`src/hw/rtl/spvds_pkg.sv`:
```
package spvds_pkg;

    localparam int MAX_SPLATS_DEF = 64;
    localparam int FRAC_BITS_DEF  = 16;

    localparam logic [1:0] FUNC_LOAD  = 2'd0;
    localparam logic [1:0] FUNC_SORT  = 2'd1;
    localparam logic [1:0] FUNC_CLEAR = 2'd2;

    localparam int CFG_IDX_W = 3;
    localparam logic [CFG_IDX_W-1:0] CFG_VIEW_X   = 3'd0;
    localparam logic [CFG_IDX_W-1:0] CFG_VIEW_Y   = 3'd1;
    localparam logic [CFG_IDX_W-1:0] CFG_VIEW_Z   = 3'd2;
    localparam logic [CFG_IDX_W-1:0] CFG_VIEW_OFF = 3'd3;

    localparam logic signed [31:0] VIEW_Z_RESET = 32'sd65536;

    typedef enum logic [1:0] {
        CMD_LOAD  = 2'd0,
        CMD_SORT  = 2'd1,
        CMD_CLEAR = 2'd2
    } t_cmd;

    typedef struct packed {
        t_cmd               cmd;
        logic signed [31:0] x;
        logic signed [31:0] y;
        logic signed [31:0] z;
    } t_job;

    typedef struct packed {
        logic signed [31:0] wx;
        logic signed [31:0] wy;
        logic signed [31:0] wz;
        logic signed [31:0] off;
    } t_view;

    typedef struct packed {
        logic valid;
        t_job job;
    } t_queue_head;

endpackage

```
`src/hw/rtl/spvds_front.sv`:
```
module spvds_front (
    input  logic                                 i_clk,
    input  logic                                 i_rst_n,
    input  logic                                 i_valid,
    output logic                                 o_ready,
    input  logic [1:0]                           i_func,
    input  logic signed [31:0]                   i_pos_x,
    input  logic signed [31:0]                   i_pos_y,
    input  logic signed [31:0]                   i_pos_z,
    input  logic                                 i_cfg_we,
    input  logic [spvds_pkg::CFG_IDX_W-1:0]      i_cfg_idx,
    input  logic [31:0]                          i_cfg_data,
    output spvds_pkg::t_view                     o_view,
    output spvds_pkg::t_queue_head               o_head,
    input  logic                                 i_pop
);

    localparam int QDepth = 2;

    spvds_pkg::t_job r_q [QDepth];
    logic            r_wp;
    logic            r_rp;
    logic [1:0]      r_qcnt;
    spvds_pkg::t_view r_view;

    spvds_pkg::t_job dec_job;
    logic            dec_keep;
    logic            push;
    logic            pop;

    // classify: no-op codes never reach the queue
    always_comb begin
        dec_job.x   = i_pos_x;
        dec_job.y   = i_pos_y;
        dec_job.z   = i_pos_z;
        dec_keep    = 1'b1;
        dec_job.cmd = spvds_pkg::CMD_LOAD;
        unique case (i_func)
            spvds_pkg::FUNC_LOAD:  dec_job.cmd = spvds_pkg::CMD_LOAD;
            spvds_pkg::FUNC_SORT:  dec_job.cmd = spvds_pkg::CMD_SORT;
            spvds_pkg::FUNC_CLEAR: dec_job.cmd = spvds_pkg::CMD_CLEAR;
            default:               dec_keep    = 1'b0;
        endcase
    end

    assign o_ready = (r_qcnt != 2'(QDepth));
    assign push    = i_valid && o_ready && dec_keep;
    assign pop     = i_pop && (r_qcnt != 2'd0);

    always_ff @(posedge i_clk) begin
        if (!i_rst_n) begin
            r_wp   <= 1'b0;
            r_rp   <= 1'b0;
            r_qcnt <= 2'd0;
            r_view.wx  <= '0;
            r_view.wy  <= '0;
            r_view.wz  <= spvds_pkg::VIEW_Z_RESET;
            r_view.off <= '0;
        end else begin
            if (push) r_wp <= ~r_wp;
            if (pop)  r_rp <= ~r_rp;
            if (push && !pop)      r_qcnt <= r_qcnt + 2'd1;
            else if (pop && !push) r_qcnt <= r_qcnt - 2'd1;
            if (i_cfg_we) begin
                unique case (i_cfg_idx)
                    spvds_pkg::CFG_VIEW_X:   r_view.wx  <= i_cfg_data;
                    spvds_pkg::CFG_VIEW_Y:   r_view.wy  <= i_cfg_data;
                    spvds_pkg::CFG_VIEW_Z:   r_view.wz  <= i_cfg_data;
                    spvds_pkg::CFG_VIEW_OFF: r_view.off <= i_cfg_data;
                    default: ;
                endcase
            end
        end
    end

    always_ff @(posedge i_clk) begin
        if (push) r_q[r_wp] <= dec_job;
    end

    assign o_view       = r_view;
    assign o_head.valid = (r_qcnt != 2'd0);
    assign o_head.job   = r_q[r_rp];

    a_qcnt_bound: assert property (@(posedge i_clk) disable iff (!i_rst_n)
        r_qcnt <= 2'(QDepth))
        else $error("queue count overflow");

endmodule

```
`config.mk`:
```
export PLATFORM = sky130hd
export DESIGN_NAME = spvds_front
export DESIGN_NICKNAME = d
export VERILOG_FILES = /design/src/hw/rtl/spvds_pkg.sv /design/src/hw/rtl/spvds_front.sv
export SDC_FILE = /design/constraint.sdc
export NUM_CORES = 1
export LEC_CHECK = 0
export ABC_AREA = 1
export BUFFER_PORTS_ARGS = -buffer_cell sky130_fd_sc_hd__buf_4
export CAP_MARGIN = 15
export CORE_ASPECT_RATIO = 1.4
export CORE_MARGIN = 2
export CORE_UTILIZATION = 40
export DETAILED_ROUTE_END_ITERATION = 6
export PLACE_DENSITY = 0.66
export SLEW_MARGIN = 15
export SYNTH_ARGS = -nofsm -noshare
export SYNTH_HDL_FRONTEND = slang
export SYNTH_SLANG_ARGS = --single-unit
```
`constraint.sdc`:
```
create_clock -name i_clk -period 12 [get_ports i_clk]
set_clock_uncertainty 0.1 [all_clocks]
set_input_delay 3 -clock i_clk [delete_from_list [all_inputs] [get_ports i_clk]]
set_output_delay 3 -clock i_clk [all_outputs]
set_load 0.01 [all_outputs]
```
==> results of run 1 <==
-- logic make-up (layout without fill, tap and decap cells) --
family / count (synthesis) / after routing / share of synthesized area (%)
AND/OR/NAND/NOR: 418 / 418 / 14.0
flip-flops: 329 / 329 / 68.2
buffers and inverters: 176 / 543 / 6.28
multiplexers: 98 / 98 / 8.80
AO/OA/AOI/OAI: 66 / 66 / 2.65
adder cells (fa/ha/maj): 1 / 1 / 0.0998
other: 0 / 1 / 0
-- final cells by class --
type	instances	area, µm²	area share, %
Sequential cell	329	8550	51.8
Antenna cell	1	2.50	0.0152
Clock inverter	25	245	1.49
Clock buffer	32	779	4.72
Multi-Input combinational cell	583	3210	19.5
Tap cell	390	488	2.96
Timing Repair Buffer	374	2810	17.0
Inverter	112	423	2.56
-- critical path: stages, from the launching register on --
cell     delay (ns)
dfxtp_4        0.68
buf_4          0.74
mux2_2         0.44
buf_4          0.15
-- where the power goes --
part	leakage, nW	switching [mW]	internal [mW]
logic	3.59	0.268	0.262
clock network	0.494	0.410	0.576
registers	2.89	0.0392	1.30
total	6.97	0.717	2.14
-- per-stage QoR --
stage / worst slack, ns / std cells
2_1_floorplan: 1.50 / 1088
3_3_place_gp: 6.68 / 1788
3_5_place_dp: 6.67 / 1788
4_1_cts: 6.22 / 1845
5_1_grt: 6.16 / 1845
6_report: 6.27 / 1846
-- registers in the layout, indices dropped and copies added, names as in the netlist, named ones only --
register,cells
r_q,196
o_view,128
r_qcnt,2
r_rp,1
r_wp,1
-- routing by layer --
metal	vias to the layer above	GRT usage (%)	share of wire, %
met5	-	0	0
met4	0	4.24	1.7
met3	41	4.49	8.4
met2	335	30.9	49
met1	4172	22.4	41
li1	4323	-	-
-- cells in the mapped netlist --
library cell / instances
nor2_1: 233
edfxtp_1: 196
dfxtp_1: 133
nand2_1: 112
inv_1: 107
mux2_2: 91
nand4_1: 65
o21ai_1: 59
buf_2: 26
buf_4: 19
clkbuf_1: 14
mux2_1: 7
inv_2: 5
o21ai_0: 5
buf_6: 3
nand3_1: 3
buf_1: 2
nor2_2: 2
a21oi_1: 1
ha_1: 1
nand3_2: 1
nor2_4: 1
nor3_1: 1
o21a_1: 1
-- worst min path at each step --
stage | startpoint | cells after the start | end | slack, ns
after floorplan | r_rp | 2 | flop | 0.37
final | o_view[56] | 2 | o_view[56] | 0.38
after global placement | o_view[48] | 2 | o_view[48] | 0.36
after CTS | o_view[48] | 2 | o_view[48] | 0.39
after global routing | o_view[48] | 2 | o_view[48] | 0.40
after detailed placement | o_view[48] | 2 | o_view[48] | 0.37
==> summary.md, run 1 <==
| Metric | Value |
|---|---|
| Status | completed |
| YS warnings | 0 |
| Final Hold Vio Count | 0 |
| Die extent in x | 154 µm |
| Setup tns final | 0 ns |
| Relative slew slack | 35.3% |
| Distinct cell type count after synthesis | 24 |
| Post-CTS Repair Setup Buffers | 0 |
| Overall power | 2.86 mW |
| FP Rows | between 70 and 80 |
| Commonest non-fill, non-tap cell in the layout | buf_4 |
| RSZ-0062 raised after global routing | false |
| DR iter-0 viols | approximately 530 |
| DR WL/cell | 16.7 µm |
| Routed via count | between 8k and 9k |
| Worst Tran Pin Value | just under 1 ns |
| Post-Syn Area | roughly 0.013 mm² |
| CTS tree | yes |
| FILL cells | 2,735 |
| CTS root buffer | clkbuf_16 |
| WS Path Type | reg -> out |
| FMAX | 175 MHz |
| Die Area | 0.0328 mm² |
| Final min period | between 5 and 6 ns |
| Initial Util | between 40% and 50% |
| Setup violators final | 0 |
| Post-synthesis sequential area ratio | slightly below 70% |
| Fin util | between 50% and 60% |
| Synth top area share | approximately 47% |
| Setup crit end | o_head[10] |
| PostCTS Resize Cnt | 0 |
| Clk pin slew, worst setup/hold paths | roughly 0.06 ns |
| PwrDens | between 150 and 200 mW/mm² |
| CP Data Arrival Time | 2.63 ns |
| Post-Syn Area per Cell | around 12 µm² |
| IO Pins | between 300 and 400 |
| Estimated wirelength of the detail-placed design | 21,300 µm |
| Worst hold path class | reg -> reg |
| Buffers on Ports | 365 |
| Maxcap violations | 0 |
| Placement Cell Area | around 0.015 mm² |
| Num CTS Buffers | 31 |
| CTS sink cnt | between 300 and 400 |
| Clock Path Buffers | 3 |
| R2r endpoint | r_q[1][43] |
| Synth top area cells | edfxtp_1, dfxtp_1, mux2_2, nor2_1, nand2_1 |
| Total GRT Usage | around 18% |
| Layout cells sized above 1 | roughly 36% |
| Routability congestion estimate from global placement | 0.775 |
| First-pass GRT wire length | 46,900 µm |
| Syn-to-layout area delta | 31.7% |
| LEAKAGE | 6.97 nW |
| Area leader, netlist | edfxtp_1 |
| CP startpoint kind | flop |
| Die Ht | between 200 and 250 µm |
| Detail Route Antenna Nets | 0 |
| Final Max Slew Viols | 0 |
| Worst Setup End Kind | primary output |
| Most frequent cells in the layout | buf_4, nor2_1, edfxtp_1 |
| Vias in the first global route | ~8.6k |
| Total congestion overflow | 0 |
| Synth Instances | 1,088 |
| Post-layout nets | 1,570 |
| DRT Pass-1 Iters | 6 |
| Req. time, crit path | just under 9 ns |
| Area of the core | ~0.031 mm² |
| Period utilization | between 40% and 50% |
| Crit-path max FO | between 60 and 70 |
| Reg-to-Reg Start | r_qcnt[1] |
| Peak supply drop | 0.000108 V |
| Reg-to-reg slack, setup | between 9 and 10 ns |
| Pin count of the biggest net entering global routing | 72 |
| H-tree Lvls | 1 |
| Initial antenna violation count | 0 |
| Worst Hold Slack | around 0.38 ns |
| R2R depth | 6 |
| Fin area | roughly 0.017 mm² |
| Net Count, Synth | 1,227 |
| # DRC | 0 |
| Flop and latch count out of synthesis | 329 |
| Via/cell ratio | between 4 and 5 |
| WL final | approximately 31,000 µm |
| Hold_buf cts | 0 |
| Worst-skew pair later-pin latency | 0.55 ns |
No activity file was read; power rests on OpenSTA's default activity.
==> inputs of run 2 (changes only) <==
--- a/config.mk
+++ b/config.mk
@@ -12,7 +12,7 @@
 export CORE_MARGIN = 2
 export CORE_UTILIZATION = 40
 export DETAILED_ROUTE_END_ITERATION = 6
-export PLACE_DENSITY = 0.66
+export PLACE_DENSITY = 0.69
 export SLEW_MARGIN = 15
 export SYNTH_ARGS = -nofsm -noshare
 export SYNTH_HDL_FRONTEND = slang
==> constraint.sdc (replaced) <==
create_clock -name i_clk -period 5.1 [get_ports i_clk]
set_clock_uncertainty 0.1 [all_clocks]
set_input_delay 1.275 -clock i_clk [delete_from_list [all_inputs] [get_ports i_clk]]
set_output_delay 1.275 -clock i_clk [all_outputs]
set_load 0.01 [all_outputs]
==> summary.md, run 2 (same netlist as run 1, synthesis figures left out) <==
| Metric | Value |
|---|---|
| Status | completed (unchanged) |
| First-pass GRT wire length | 47,800 µm (was 46,900 µm) |
| Num CTS Buffers | 31 (unchanged) |
| WL final | 31,200 µm (was 30,900 µm) |
| CTS sink cnt | 329 (unchanged) |
| Most frequent cells in the layout | buf_4, nor2_1, edfxtp_1 (unchanged) |
| Worst-skew pair later-pin latency | 0.54 ns (was 0.55 ns) |
| Placed cells | 1,786 (was 1,788) |
| Final Instance Count excl. Fillers | 1,844 (was 1,846) |
| Maxcap violations | 0 (unchanged) |
| Power share of the clock group | 34.2% (was 34.5%) |
| Crit-path max FO | 61 (was 62) |
| LEAKAGE | 6.97 nW (about the same) |
| Slowest CP cell | dfxtp_4 (was buf_4) |
| PostCTS Resize Cnt | 0 (unchanged) |
| Combinational power share | 18.6% (about the same) |
| RSZ-0062 raised after global routing | false (unchanged) |
| Dpl ws | 1.68 ns (was 6.67 ns) |
| Setup ws final | 1.34 ns (was 6.27 ns) |
| Post-CTS Repair Setup Buffers | 0 (unchanged) |
| H-tree Lvls | 1 (unchanged) |
| DR WL/cell | 16.9 µm (was 16.7 µm) |
| Hold wc startpoint | o_view[95] (was o_view[56]) |
| Die extent in x | 154 µm (unchanged) |
| Reg-to-reg slack, setup | 2.83 ns (was 9.49 ns) |
| R2R depth | 6 (unchanged) |
| Setup tns final | 0 ns (unchanged) |
| Vias in the first global route | 8,833 (was 8,599) |
| DRT Pass-1 Iters | 5 (was 6) |
| Internal | 5.00 mW (was 2.14 mW) |
| Syn-to-layout area delta | 31.9% (was 31.7%) |
| CP Data Arrival Time | 2.38 ns (was 2.63 ns) |
| Total congestion overflow | 0 (unchanged) |
| Layout cells sized above 1 | 36.1% (was 35.9%) |
| Worst Hold Slack | 0.385 ns (was 0.383 ns) |
| Pin count of the biggest net entering global routing | 133 (was 72) |
| Hold endpoint | o_view[95] (was o_view[56]) |
| DR iter-0 viols | 454 (was 526) |
| IO Pins | 366 (unchanged) |
| CTS root buffer | clkbuf_16 (unchanged) |
| WS Path Type | reg -> out (unchanged) |
| Worst path max stage delay | 0.90 ns (was 0.74 ns) |
| Fin area | 0.0165 mm² (about the same) |
| Detail Route Antenna Nets | 0 (unchanged) |
| Period utilization | between 70% and 80% |
| R2r endpoint | r_q[1][59] (was r_q[1][43]) |
| Relative slew slack | 40.2% (was 35.3%) |
| Hold_buf cts | 0 (unchanged) |
| Reg-to-Reg Start | r_qcnt[1] (unchanged) |
| Buffers on Ports | 365 (unchanged) |
| Routed via count | 8,898 (was 8,871) |
| Total GRT Usage | 18.1% (was 17.8%) |
| Sw Share | 25.5% (was 25.1%) |
| Routability congestion estimate from global placement | 0.780 (was 0.775) |
| Area of the core | 0.0308 mm² (unchanged) |
| FMAX | around 270 MHz |
| Final Max Slew Viols | 0 (unchanged) |
| Estimated wirelength of the detail-placed design | 21,700 µm (was 21,300 µm) |
| Flop pwr share | 47.3% (was 46.9%) |
| FILL cells | 2,724 (was 2,735) |
| Worst Setup End Kind | primary output (unchanged) |
| Die Area | 0.0328 mm² (unchanged) |
| Clock Path Buffers | 3 (unchanged) |
| PwrDens | 406 mW/mm² (was 173 mW/mm²) |
| Peak supply drop | 0.000208 V (was 0.000108 V) |
| Placement Cell Area | 0.0155 mm² (about the same) |
| CTS tree | yes (unchanged) |
| Commonest non-fill, non-tap cell in the layout | buf_4 (unchanged) |
| Post-layout nets | 1,568 (was 1,570) |
| Final min period | ~3.8 ns |
| Number of flip-flops in the largest register | 196 (unchanged) |
| Req. time, crit path | 3.72 ns (was 8.90 ns) |
| Initial Util | 40.7% (unchanged) |
| Initial antenna violation count | 0 (unchanged) |
| Critical path, cell by cell | buf_12 > mux2_2 > buf_4 (was buf_4 > mux2_2 > buf_4) |
| P_sw | 1.71 mW (was 0.717 mW) |
| Via/cell ratio | 4.83 (was 4.81) |
| Register name with the most flops | r_q (unchanged) |
| Fin util | 53.7% (was 53.6%) |
| Worst hold path class | reg -> reg (unchanged) |
| Hold Crit Depth | 2 (unchanged) |
| Die Ht | 213 µm (unchanged) |
| Setup violators final | 0 (unchanged) |
| Overall power | 6.72 mW (was 2.86 mW) |
| Final Hold Vio Count | 0 (unchanged) |
| Clk pin slew, worst setup/hold paths | 0.06 ns (about the same) |
| FP Rows | 76 (unchanged) |
| Worst Tran Pin Value | 0.896 ns (was 0.971 ns) |
| CP startpoint kind | flop (unchanged) |
| # DRC | 0 (unchanged) |
[run 2: cell count changes in the layout (fill, tap and decap cells not counted), moves of 2 or more]
cell / previous run / this run
buf_4: 374 / 368
clkinv_1: 10 / 6
buf_12: 0 / 3
clkinv_2: 4 / 6
clkinvlp_2: 4 / 2
clkinvlp_4: 0 / 2
inv_6: 0 / 2
[run 2: worst max path at each step]
| stage | start | end | slack [ns] | cells past startpoint |
|---|---|---|---|---|
| 6_report | flop | o_head[42] | 1.34 | 3 |
| 3_5_place_dp | i_cfg_idx[0] | o_view[17] | 1.68 | 6 |
| 3_3_place_gp | i_cfg_idx[0] | o_view[2] | 1.76 | 6 |
| 4_1_cts | flop | o_head[13] | 1.28 | 3 |
| 5_1_grt | flop | o_head[13] | 1.23 | 3 |
| 2_1_floorplan | i_func[0] | r_q[0][0] | 0.83 | 3 |
[run 2: cell type report]
cell class / instances / area (µm²) / area share [%]
antenna: 1 / 2.50 / 0.0151
clock buffer: 33 / 783 / 4.74
clock inverter: 24 / 233 / 1.41
inverter: 112 / 423 / 2.56
multi-input combinational: 583 / 3220 / 19.5
sequential: 329 / 8550 / 51.7
tap: 390 / 488 / 2.95
timing repair buffer: 372 / 2830 / 17.1
[run 2: power groups by stage]
stage	combinational, mW	clock (mW)	sequential, mW
detailed placement	1.26	0	3.23
global route	1.34	2.45	3.20
finish	1.25	2.30	3.17
floorplan	0.685	0	3.19
global placement	1.25	0	3.22
CTS	1.27	2.35	3.18
[run 2: metal layers]
layer	global-route usage (%)	part of all wire, %
met5	0	0
met4	4.81	1.7
met3	4.00	7.4
met2	33.1	51
met1	21.5	40
[run 2: critical path: cells and delay by family, from the launching register on]
family / cells / cell delay [ns]
buf+inv: 2 / 0.47
flops: 1 / 0.90
mux: 1 / 0.39
